### src/rtl/temperature_to_decimal_text_macros.svh
//------------------------------------------------------------------------------
// Assertion macros for the temperature text block.
// Each macro becomes a labelled concurrent assertion in simulation and
// nothing at all when the design is synthesised.
//------------------------------------------------------------------------------
`ifndef TEMPERATURE_TO_DECIMAL_TEXT_MACROS_SVH
`define TEMPERATURE_TO_DECIMAL_TEXT_MACROS_SVH
`ifndef SYNTHESIS
// The consequent must hold in the same cycle as the antecedent.
`define TTDT_ASSERT_SAME(label, clk, rst, ante, cons) \
   label: assert property (@(posedge clk) disable iff (rst) (ante) |-> (cons)) \
      else $error("assertion failed");
// The consequent must hold in the cycle after the antecedent.
`define TTDT_ASSERT_NEXT(label, clk, rst, ante, cons) \
   label: assert property (@(posedge clk) disable iff (rst) (ante) |=> (cons)) \
      else $error("assertion failed");
`else
`define TTDT_ASSERT_SAME(label, clk, rst, ante, cons)
`define TTDT_ASSERT_NEXT(label, clk, rst, ante, cons)
`endif
`endif

### src/rtl/ttdt_pkg.sv
//------------------------------------------------------------------------------
// Temperature text package
// Widths, character codes, byte positions, display columns and reciprocal constants.
//------------------------------------------------------------------------------
package ttdt_pkg;

   localparam int RAW_W    = 12;
   localparam int MAG_W    = 12;
   localparam int SCALED_W = 16;
   localparam int HUND_W   = 14;
   localparam int Q100_W   = 8;
   localparam int REM_W    = 7;
   localparam int DIGIT_W  = 4;
   localparam int BYTE_W   = 8;
   localparam int COL_W    = 3;
   localparam int SUFFIX_W = 48;
   localparam int SFX_SEL_W = 3;

   // Reciprocal of 100: floor(h * 5243 / 2^19) is exact for h below 43699.
   localparam int RECIP100_W     = 13;
   localparam int PROD100_W      = HUND_W + RECIP100_W;
   localparam logic [RECIP100_W-1:0] RECIP100 = 13'd5243;
   // Reciprocal of 10: floor(x * 205 / 2^11) is exact for x below 1029.
   localparam int PROD10_W       = 15;
   localparam logic [PROD10_W-1:0] RECIP10 = 15'd205;
   localparam int RECIP10_SHIFT  = 11;

   localparam logic [BYTE_W-1:0] CHAR_PLUS  = 8'h2B;
   localparam logic [BYTE_W-1:0] CHAR_MINUS = 8'h2D;
   localparam logic [BYTE_W-1:0] CHAR_POINT = 8'h2E;
   localparam logic [BYTE_W-1:0] CHAR_ZERO  = 8'h30;

   // Byte positions within one run.
   localparam int POS_SIGN    = 0;
   localparam int POS_HUNDREDS = 1;
   localparam int POS_TENS    = 2;
   localparam int POS_UNITS   = 3;
   localparam int POS_POINT   = 4;
   localparam int POS_TENTHS  = 5;
   localparam int POS_HUNDTHS = 6;
   localparam int POS_SUFFIX0 = 7;

   // Display columns of the display bytes.
   localparam logic [COL_W-1:0] COL_SIGN     = 3'd0;
   localparam logic [COL_W-1:0] COL_HUNDREDS = 3'd2;
   localparam logic [COL_W-1:0] COL_TENS     = 3'd3;
   localparam logic [COL_W-1:0] COL_UNITS    = 3'd4;
   localparam logic [COL_W-1:0] COL_POINT    = 3'd5;
   localparam logic [COL_W-1:0] COL_TENTHS   = 3'd6;
   localparam logic [COL_W-1:0] COL_HUNDTHS  = 3'd7;

   typedef logic [DIGIT_W-1:0] digit_type;

endpackage

### src/rtl/temperature_to_decimal_text.sv
//------------------------------------------------------------------------------
// Temperature to decimal text
// Turns a signed reading in sixteenths of a degree into a run of text beats.
//------------------------------------------------------------------------------
// A reading is taken when start is high and busy is low. It produces a run of
// 7 + SUFFIX_COUNT beats (13 by default), one beat per cycle with no gaps,
// each marked by rsp_strobe for exactly one cycle: sign, three integer digits,
// point, two fraction digits, then the configured suffix bytes. The receiver
// cannot hold beats off, so it must take one every cycle while rsp_strobe is
// high. The single output byte lane limits the sustained rate: a new run
// starts only after the last beat of the one before. Readings may be offered
// back to back: a six-stage arithmetic pipeline holds later readings while
// a run is still being sent, and busy rises only once that pipeline is full.
// Each reading's beats leave from the serialiser through the output register.
// The suffix register should be written only while the block is idle.
//------------------------------------------------------------------------------
`include "temperature_to_decimal_text_macros.svh"

module temperature_to_decimal_text
   import ttdt_pkg::*;
#(
   parameter int SUFFIX_COUNT = 6
) (
   input  logic                     clock,
   input  logic                     reset,
   input  logic                     start,
   output logic                     busy,
   input  logic signed [RAW_W-1:0]  req_raw_reading,
   input  logic                     csr_wr_en,
   input  logic [SUFFIX_W-1:0]      csr_wr_data,
   output logic                     rsp_strobe,
   output logic [BYTE_W-1:0]        rsp_out_byte,
   output logic                     rsp_to_display,
   output logic [COL_W-1:0]         rsp_display_column,
   output logic                     rsp_last
);

   // Length of one run and the width of the position counter that walks it.
   localparam int RUN_LEN  = POS_SUFFIX0 + SUFFIX_COUNT;
   localparam int IDX_W    = $clog2(RUN_LEN);
   localparam logic [IDX_W-1:0] LAST_IDX = IDX_W'(RUN_LEN - 1);
   // Set when the run ends on the last fraction digit.
   localparam logic NO_SUFFIX = (SUFFIX_COUNT == 0);

   // The suffix register. It feeds the byte selection for the suffix positions.
   logic [SUFFIX_W-1:0] suffix_ff;

   always_ff @(posedge clock) begin
      if (reset) begin
         suffix_ff <= '0;
      end else if (csr_wr_en) begin
         suffix_ff <= csr_wr_data;
      end
   end

   // Stage enables. A stage loads when it is empty or when its contents move on;
   // the serialiser at the end is the only place that can hold things up.
   logic ser_free;
   logic en1, en2, en3, en4, en5, en6;
   logic req_accept;

   logic v1_ff, v2_ff, v3_ff, v4_ff, v5_ff, v6_ff;

   assign en6 = !v6_ff || ser_free;
   assign en5 = !v5_ff || en6;
   assign en4 = !v4_ff || en5;
   assign en3 = !v3_ff || en4;
   assign en2 = !v2_ff || en3;
   assign en1 = !v1_ff || en2;

   assign busy       = !en1;
   assign req_accept = start && !busy;

   always_ff @(posedge clock) begin
      if (reset) begin
         v1_ff <= 1'b0;
         v2_ff <= 1'b0;
         v3_ff <= 1'b0;
         v4_ff <= 1'b0;
         v5_ff <= 1'b0;
         v6_ff <= 1'b0;
      end else begin
         if (en1) begin
            v1_ff <= req_accept;
         end
         if (en2) begin
            v2_ff <= v1_ff;
         end
         if (en3) begin
            v3_ff <= v2_ff;
         end
         if (en4) begin
            v4_ff <= v3_ff;
         end
         if (en5) begin
            v5_ff <= v4_ff;
         end
         if (en6) begin
            v6_ff <= v5_ff;
         end
      end
   end

   // Stage 1: sign and magnitude. The two's complement negate of -2048 wraps
   // to 0x800, which read unsigned is exactly the magnitude 2048.
   logic [RAW_W-1:0] raw_bits;
   logic             neg1_in, neg1_ff;
   logic [MAG_W-1:0] mag1_in, mag1_ff;

   assign raw_bits = unsigned'(req_raw_reading);
   assign neg1_in  = raw_bits[RAW_W-1];
   assign mag1_in  = neg1_in ? MAG_W'(~raw_bits + 1'b1) : raw_bits;

   // Stage 2: hundredths of a degree, rounded half up: (m * 25 + 2) >> 2.
   logic [SCALED_W-1:0] scaled2;
   logic                neg2_ff;
   logic [HUND_W-1:0]   hund2_in, hund2_ff;

   assign scaled2  = SCALED_W'(mag1_ff) * SCALED_W'(25) + SCALED_W'(2);
   assign hund2_in = scaled2[HUND_W+1:2];

   // Stage 3: quotient by 100 through the reciprocal.
   logic [PROD100_W-1:0] prod3;
   logic                 neg3_ff;
   logic [HUND_W-1:0]    hund3_ff;
   logic [Q100_W-1:0]    q100_3_in, q100_3_ff;

   assign prod3     = PROD100_W'(hund2_ff) * PROD100_W'(RECIP100);
   assign q100_3_in = prod3[PROD100_W-1 -: Q100_W];

   // Stage 4: the fraction part (h mod 100), the leading digit and what is
   // left of the integer part below 100.
   logic              neg4_ff;
   logic              lead4_in, lead4_ff;
   logic [REM_W-1:0]  int4_in, int4_ff;
   logic [REM_W-1:0]  frac4_in, frac4_ff;

   assign lead4_in = (q100_3_ff >= Q100_W'(100));
   assign int4_in  = REM_W'(q100_3_ff - (lead4_in ? Q100_W'(100) : Q100_W'(0)));
   assign frac4_in = REM_W'(hund3_ff - HUND_W'(q100_3_ff) * HUND_W'(100));

   // Stage 5: tens of both two-digit parts through the reciprocal of 10.
   logic [PROD10_W-1:0] int_prod5, frac_prod5;
   logic                neg5_ff, lead5_ff;
   logic [REM_W-1:0]    int5_ff, frac5_ff;
   digit_type           int_tens5_in, int_tens5_ff;
   digit_type           frac_tens5_in, frac_tens5_ff;

   assign int_prod5     = PROD10_W'(int4_ff) * RECIP10;
   assign frac_prod5    = PROD10_W'(frac4_ff) * RECIP10;
   assign int_tens5_in  = int_prod5[RECIP10_SHIFT +: DIGIT_W];
   assign frac_tens5_in = frac_prod5[RECIP10_SHIFT +: DIGIT_W];

   // Stage 6: units of both parts.
   logic      neg6_ff, lead6_ff;
   digit_type int_tens6_ff, frac_tens6_ff;
   digit_type int_units6_in, int_units6_ff;
   digit_type frac_units6_in, frac_units6_ff;

   assign int_units6_in  = DIGIT_W'(int5_ff - REM_W'(int_tens5_ff) * REM_W'(10));
   assign frac_units6_in = DIGIT_W'(frac5_ff - REM_W'(frac_tens5_ff) * REM_W'(10));

   // Pipeline payload registers move with their stage enables.
   always_ff @(posedge clock) begin
      if (en1) begin
         neg1_ff <= neg1_in;
         mag1_ff <= mag1_in;
      end
      if (en2) begin
         neg2_ff  <= neg1_ff;
         hund2_ff <= hund2_in;
      end
      if (en3) begin
         neg3_ff   <= neg2_ff;
         hund3_ff  <= hund2_ff;
         q100_3_ff <= q100_3_in;
      end
      if (en4) begin
         neg4_ff  <= neg3_ff;
         lead4_ff <= lead4_in;
         int4_ff  <= int4_in;
         frac4_ff <= frac4_in;
      end
      if (en5) begin
         neg5_ff       <= neg4_ff;
         lead5_ff      <= lead4_ff;
         int5_ff       <= int4_ff;
         frac5_ff      <= frac4_ff;
         int_tens5_ff  <= int_tens5_in;
         frac_tens5_ff <= frac_tens5_in;
      end
      if (en6) begin
         neg6_ff        <= neg5_ff;
         lead6_ff       <= lead5_ff;
         int_tens6_ff   <= int_tens5_ff;
         frac_tens6_ff  <= frac_tens5_ff;
         int_units6_ff  <= int_units6_in;
         frac_units6_ff <= frac_units6_in;
      end
   end

   // Serialiser. It holds one reading's digits and walks the byte positions.
   // It can take the next reading on the cycle in which it sends the last beat
   // of the current run, so a waiting reading's run follows without a gap.
   logic             ser_act_ff;
   logic [IDX_W-1:0] ser_idx_ff;
   logic             ser_load;
   logic             ser_neg_ff;
   digit_type        ser_dig_ff [5];

   assign ser_free = !ser_act_ff || (ser_idx_ff == LAST_IDX);
   assign ser_load = v6_ff && ser_free;

   always_ff @(posedge clock) begin
      if (reset) begin
         ser_act_ff <= 1'b0;
         ser_idx_ff <= '0;
      end else if (ser_load) begin
         ser_act_ff <= 1'b1;
         ser_idx_ff <= '0;
      end else if (ser_act_ff) begin
         if (ser_idx_ff == LAST_IDX) begin
            ser_act_ff <= 1'b0;
         end
         ser_idx_ff <= ser_idx_ff + 1'b1;
      end
   end

   always_ff @(posedge clock) begin
      if (ser_load) begin
         ser_neg_ff    <= neg6_ff;
         ser_dig_ff[0] <= DIGIT_W'(lead6_ff);
         ser_dig_ff[1] <= int_tens6_ff;
         ser_dig_ff[2] <= int_units6_ff;
         ser_dig_ff[3] <= frac_tens6_ff;
         ser_dig_ff[4] <= frac_units6_ff;
      end
   end

   // Byte selection for the current position.
   logic [SFX_SEL_W-1:0] sfx_sel;
   logic [BYTE_W-1:0]    byte_in;
   logic                 disp_in;
   logic [COL_W-1:0]     col_in;

   assign sfx_sel = SFX_SEL_W'(ser_idx_ff - IDX_W'(POS_SUFFIX0));

   always_comb begin
      disp_in = 1'b1;
      unique case (ser_idx_ff)
         IDX_W'(POS_SIGN): begin
            byte_in = ser_neg_ff ? CHAR_MINUS : CHAR_PLUS;
            col_in  = COL_SIGN;
         end
         IDX_W'(POS_HUNDREDS): begin
            byte_in = CHAR_ZERO + BYTE_W'(ser_dig_ff[0]);
            col_in  = COL_HUNDREDS;
         end
         IDX_W'(POS_TENS): begin
            byte_in = CHAR_ZERO + BYTE_W'(ser_dig_ff[1]);
            col_in  = COL_TENS;
         end
         IDX_W'(POS_UNITS): begin
            byte_in = CHAR_ZERO + BYTE_W'(ser_dig_ff[2]);
            col_in  = COL_UNITS;
         end
         IDX_W'(POS_POINT): begin
            byte_in = CHAR_POINT;
            col_in  = COL_POINT;
         end
         IDX_W'(POS_TENTHS): begin
            byte_in = CHAR_ZERO + BYTE_W'(ser_dig_ff[3]);
            col_in  = COL_TENTHS;
         end
         IDX_W'(POS_HUNDTHS): begin
            byte_in = CHAR_ZERO + BYTE_W'(ser_dig_ff[4]);
            col_in  = COL_HUNDTHS;
         end
         default: begin
            // Suffix bytes go to the serial link only and carry column zero.
            byte_in = suffix_ff[{sfx_sel, 3'b000} +: BYTE_W];
            disp_in = 1'b0;
            col_in  = COL_SIGN;
         end
      endcase
   end

   // Output register: one beat per cycle while the serialiser is active.
   logic             rsp_strobe_ff;
   logic [BYTE_W-1:0] rsp_byte_ff;
   logic             rsp_disp_ff;
   logic [COL_W-1:0] rsp_col_ff;
   logic             rsp_last_ff;

   always_ff @(posedge clock) begin
      if (reset) begin
         rsp_strobe_ff <= 1'b0;
         rsp_last_ff   <= 1'b0;
      end else begin
         rsp_strobe_ff <= ser_act_ff;
         rsp_last_ff   <= ser_act_ff && (ser_idx_ff == LAST_IDX);
      end
   end

   always_ff @(posedge clock) begin
      rsp_byte_ff <= byte_in;
      rsp_disp_ff <= disp_in;
      rsp_col_ff  <= col_in;
   end

   assign rsp_strobe         = rsp_strobe_ff;
   assign rsp_out_byte       = rsp_byte_ff;
   assign rsp_to_display     = rsp_disp_ff;
   assign rsp_display_column = rsp_col_ff;
   assign rsp_last           = rsp_last_ff;

   // A run is sent without gaps: every beat but the last is followed by another.
   `TTDT_ASSERT_NEXT(a_run_contiguous, clock, reset, rsp_strobe && !rsp_last, rsp_strobe)
   // The end-of-run mark only ever rides on a beat.
   `TTDT_ASSERT_SAME(a_last_on_beat, clock, reset, rsp_last, rsp_strobe)
   // The final beat is a display byte only when there is no suffix.
   `TTDT_ASSERT_SAME(a_last_kind, clock, reset, rsp_last, rsp_to_display == NO_SUFFIX)
   // Column one is never used on the display.
   `TTDT_ASSERT_SAME(a_column_gap, clock, reset, rsp_to_display, rsp_display_column != COL_W'(1))

endmodule
### config.mk
export PLATFORM = sky130hd
export DESIGN_NAME = temperature_to_decimal_text
export DESIGN_NICKNAME = d
export VERILOG_FILES = /design/src/rtl/ttdt_pkg.sv /design/src/rtl/temperature_to_decimal_text.sv
export VERILOG_INCLUDE_DIRS = /design/src /design/src/rtl
export SDC_FILE = /design/constraint.sdc
export NUM_CORES = 1
export LEC_CHECK = 0
export BUFFER_PORTS_ARGS = -buffer_cell sky130_fd_sc_hd__buf_4
export CAP_MARGIN = 10
export CORE_MARGIN = 2
export CORE_UTILIZATION = 55
export DETAILED_ROUTE_END_ITERATION = 12
export PLACE_DENSITY = 0.81
export SLEW_MARGIN = 15
export SYNTH_ARGS = -nofsm -noshare
export SYNTH_HDL_FRONTEND = slang
export SYNTH_SLANG_ARGS = --single-unit
### constraint.sdc
create_clock -name clock -period 6.2 [get_ports clock]
set_clock_uncertainty 0.1 [all_clocks]
set_input_delay 0.31 -clock clock [delete_from_list [all_inputs] [get_ports clock]]
set_output_delay 0.31 -clock clock [all_outputs]
set_load 0.05 [all_outputs]
Word level (Yosys, flattened, before mapping) --
Memories as Yosys holds them, arrays and structs flattened. Index checks and enable logic that the tools add are counted.
Word-level totals: register bits after elaboration 170, memory bits (writable) 20, input port bits 64, output and inout port bits 15, word-level logic and storage cells 102, memories kept 1
Memories:
- ser_dig_ff | depth 5, bits a word 4, read ports 5, clocked after Yosys merged registers in 0, wr ports 5, RTL line temperature_to_decimal_text.sv:209 | digit_type ser_dig_ff [5];
Operators by class: add/sub/neg operators 13, multiply operators 7, order comparisons 1, eq/ne operators 7, shift operators 1, mux-type cells 11, bitwise operators 1, reductions and logical operators 21
Operators by type and width (count):
- $pmux 8 s7 | 1
- $shiftx 48x7->8 | 1
- $add 6x4->7 const A | 5
- $mul 7x8->15 const B | 2
- $mul 14x13->27 const B | 1
- $pmux 3 s6 | 1
- $add 16x2->16 const B | 1
- $mul 12x5->16 const B | 1
- $sub 7x7->7 | 2
- $add 12x1->12 const B | 1
- $eq 4x3->1 const B | 3
- $not 12->12 | 1
- $mux 11 | 1
- $eq 4x2->1 const B | 2
- $ge 8x7->1 const B | 1
- $logic_not 1->1 | 8
- $mul 4x3->3 const B | 2
- $mul 8x5->5 const B | 1
- $sub 4x4->4 | 2
- $logic_or 1x1->1 | 7
- $mux 7 | 1
- $reduce_or 7->1 | 1
- $mux 1 | 6
- $add 4x1->4 const B | 1
- 7 further kinds | 9

Logic depth before layout (Yosys ltp) --
depth in word-level cells 9, gate-level depth with buffers 16, depth with buffers taken out 16

Least setup slack after synthesis --
Ideal clock, no wire load.
kind register -> register, start point register hund2_ff[9], end point register q100_3_ff[1], data pin, setup time 260 ps, arrival time 4401 ps, data required time 5840 ps, path slack 1438 ps, cell stages (with the launch flop) 17, path buffers 0, period minus slack after synthesis 4762 ps, cell sequence edfxtp_1 fa_1 ha_1 inv_1 fa_1 inv_1 fa_1 inv_1 fa_1 inv_1 ha_1 a21o_1 a21o_1 a2111oi_0 nor2_1 a311oi_2 xnor2_1
On the way: longest elaborated chain between the ends 1
Ends and longest elaborated chain:
- start: declaration | RTL line temperature_to_decimal_text.sv:117 | logic [HUND_W-1:0] hund2_in, hund2_ff;
- start signal: assignment | RTL line temperature_to_decimal_text.sv:171 | hund2_ff <= hund2_in;
- $mul 14x13->27 | RTL line temperature_to_decimal_text.sv:128 | assign prod3 = PROD100_W'(hund2_ff) * PROD100_W'(RECIP100);
- named net prod3[20] | RTL line temperature_to_decimal_text.sv:123 | logic [PROD100_W-1:0] prod3;
- end signal: assignment | RTL line temperature_to_decimal_text.sv:176 | q100_3_ff <= q100_3_in;
- end: declaration | RTL line temperature_to_decimal_text.sv:126 | logic [Q100_W-1:0] q100_3_in, q100_3_ff;
The timed path passes the listed nets, and every way through them passes these cells. A chain may end at the register's enable or synchronous reset.

Worst setup path in the final report --
start point register hund2_ff[11], end point register q100_3_ff[1], data pin
Same word-level chain as after synthesis.

==> impl_metrics.ini <==
[synthesis]
synth-edff-count = 114
synth.area.top_cells = edfxtp_1 26%, ha_1 21%, fa_1 13%
syn_avg_cell_area_um2 = 11.4
synth_fp_nets = 1528
ys_ff_latch = 187
synth_cells = 1158
synth.top_cell.area_share = 0.259
synthSimpleGateAreaFrac = 0.0647
yosysTopAreaCell = edfxtp_1
synth_xor_area_frac = 0.0378
synth_fa_ha_area_frac = 0.340
synth_compound_area_frac = 0.0629
synthMuxAreaShare = 0.0584
seq_area_frac_synth = 0.370
synth-async-reset-ratio = 0
syn_area_mm2 = 0.0132
synth_top_family_by_area = adder cells
synthDistinctLibCells = 61
ys.flop_type = edfxtp_1
synth_warnings = 0

[global_routing]
grt_max_degree = 58
grt_util_all_layers = 0.209
grt_overflow = 0
antenna_found_initial = 0
grt_pass1_vias = 9043
grt_pass1_wl_um = 42500

[setup_path]
reg2reg_from = hund2_ff[11]
startpoint = hund2_ff[11]
path_class = reg2reg
cp-end-kind = flop
required_ns = 6.29
crit_fanout = 7
ff2ff_setup_slack_ns = 1.12
worstPathArrival_ns = 5.17
start_kind = flop

[cts]
cts_tree = built
cts-resized-gates = 0
cts_sinks = 187
clk_pin_slew_ns = 0.08
clock_latency_ns = 0.45
cts_setup_buffers = 0
numCtsBuffers = 17
clockBufferDepth = 2
htree_levels = 4
root_buffer = clkbuf_16

[floorplan]
ioPinCount = 79
dieArea_mm2 = 0.0253
initial_core_util = 0.561
die_h_um = 159
core_mm2 = 0.0235
die_w_um = 159
num_rows = 56

[route]
drt_iter0_drc = 387
routed_via_density = 5.33
post_drt_wl_per_cell_um = 15.6
drc = 0
drt-total-wl_um = 25000
vias = 8522
detail-route-antenna-nets = 0
drtPass1Iterations = 5

[place]
port_buffers = 78
post-place-ws_ns = 1.16
hpwl_um = 19000
gp_congestion = 0.872

[outcome]
outcome = finished clean

[layout]
final_common_cell = ha_1
final_util = 0.640
drive_above_1_share = 0.107
nets = 1636
area_growth_pct = 14.2
antenna_cells = 0
final_cell_mix = 218 x ha_1, 205 x inv_1, 114 x edfxtp_1, 92 x nor2_1, 88 x fa_1

[worst_hold_path]
min-delay-start = csr_wr_data[26]
min_path_type = in2reg

[sta]
finalSetupViolCount = 0
holdWs_ns = 0.00502
min_period_over_period = 0.819
setup_tns_ns = 0
hold_viol_final = 0
layout_min_cycle_time_ns = 5.08
worst_pin_slew_ns = 0.895
max_slew_margin = 0.402
grt_setup_unrepaired = no
max_freq_mhz = 197
setup_slack_ns = 1.12
slew_violations = 0

[job]
drv_cap = 0
-- final timing paths --
path	to	depth (start not counted)
worst max register to register	q100_3_ff[1]	16
worst min-delay path	suffix_ff[26]	3
worst min register to register	frac_units6_ff[0]	0
worst max-delay path	q100_3_ff[1]	16
-- flip-flops by register name, indices dropped and copies added, names as in the netlist, 7 cells and up --
| name | count |
|---|---|
| q100_3_ff | 8 |
| hund3_ff | 7 |
| hund2_ff | 14 |
| frac4_ff | 7 |
| ser_dig_ff | 17 |
| rsp_out_byte | 8 |
| int4_ff | 7 |
| suffix_ff | 48 |
| mag1_ff | 12 |
-- area by class of cell --
class                           count  area [um2]
Clock inverter                     15         233
Clock buffer                       17         425
Tap cell                          319         399
Fill cell                        1739        8460
Inverter                          205         769
Timing Repair Buffer              113         923
Sequential cell                   187        4880
Multi-Input combinational cell    742        7440
-- critical path, cell delays in order (launching register included) --
cell,delay (ns)
edfxtp_1,0.60
fa_1,0.49
ha_1,0.29
inv_1,0.05
fa_1,0.47
inv_1,0.05
fa_1,0.53
inv_1,0.05
fa_1,0.52
inv_1,0.04
ha_1,0.31
a21o_1,0.18
a21o_1,0.17
a2111oi_0,0.48
nor2_1,0.12
a311oi_2,0.27
xnor2_1,0.09
-- Yosys cell counts (12+ instances only) --
cell type,n
inv_1,205
clkbuf_1,13
nor2_1,92
dfxtp_1,73
ha_1,218
nand2_1,30
a21o_1,12
nand3_1,16
xnor2_1,44
a21oi_1,40
o21ai_0,13
nor3_1,15
xor2_1,13
mux2i_1,59
fa_1,88
edfxtp_1,114
-- stage by stage --
step           cell area, um2  std cells
2_1_floorplan           13200       1158
3_3_place_gp            14100       1536
3_5_place_dp            14100       1536
4_1_cts                 15100       1598
5_1_grt                 15100       1598
6_report                15100       1598
-- what timing repair did --
action | 4_1_cts | 5_1_grt
endpoints found under the setup margin | 0 | 0
endpoints found under the hold margin | 30 | 0
hold buffers | 30 | 0
-- cell families after synthesis --
group	Yosys count
buffers and inverters	229
XOR/XNOR	57
AO/OA/AOI/OAI	123
AND/OR/NAND/NOR	189
adder cells (fa/ha/maj)	306
flip-flops	187
multiplexers	67
-- per-layer routing --
| layer | share of wire | vias up | track usage | routed length [um] |
|---|---|---|---|---|
| li1 | - | 4153 | - | - |
| met1 | 0.40 | 4161 | 0.239 | 10100 |
| met2 | 0.54 | 156 | 0.385 | 13400 |
| met3 | 0.029 | 52 | 0.0353 | 712 |
| met4 | 0.033 | 0 | 0.0888 | 830 |
| met5 | 0 | - | 0 | 0 |
Power is left out: the tool's default activity adds up to more than one toggle a clock period on the data nets, which glitch-free logic cannot reach.
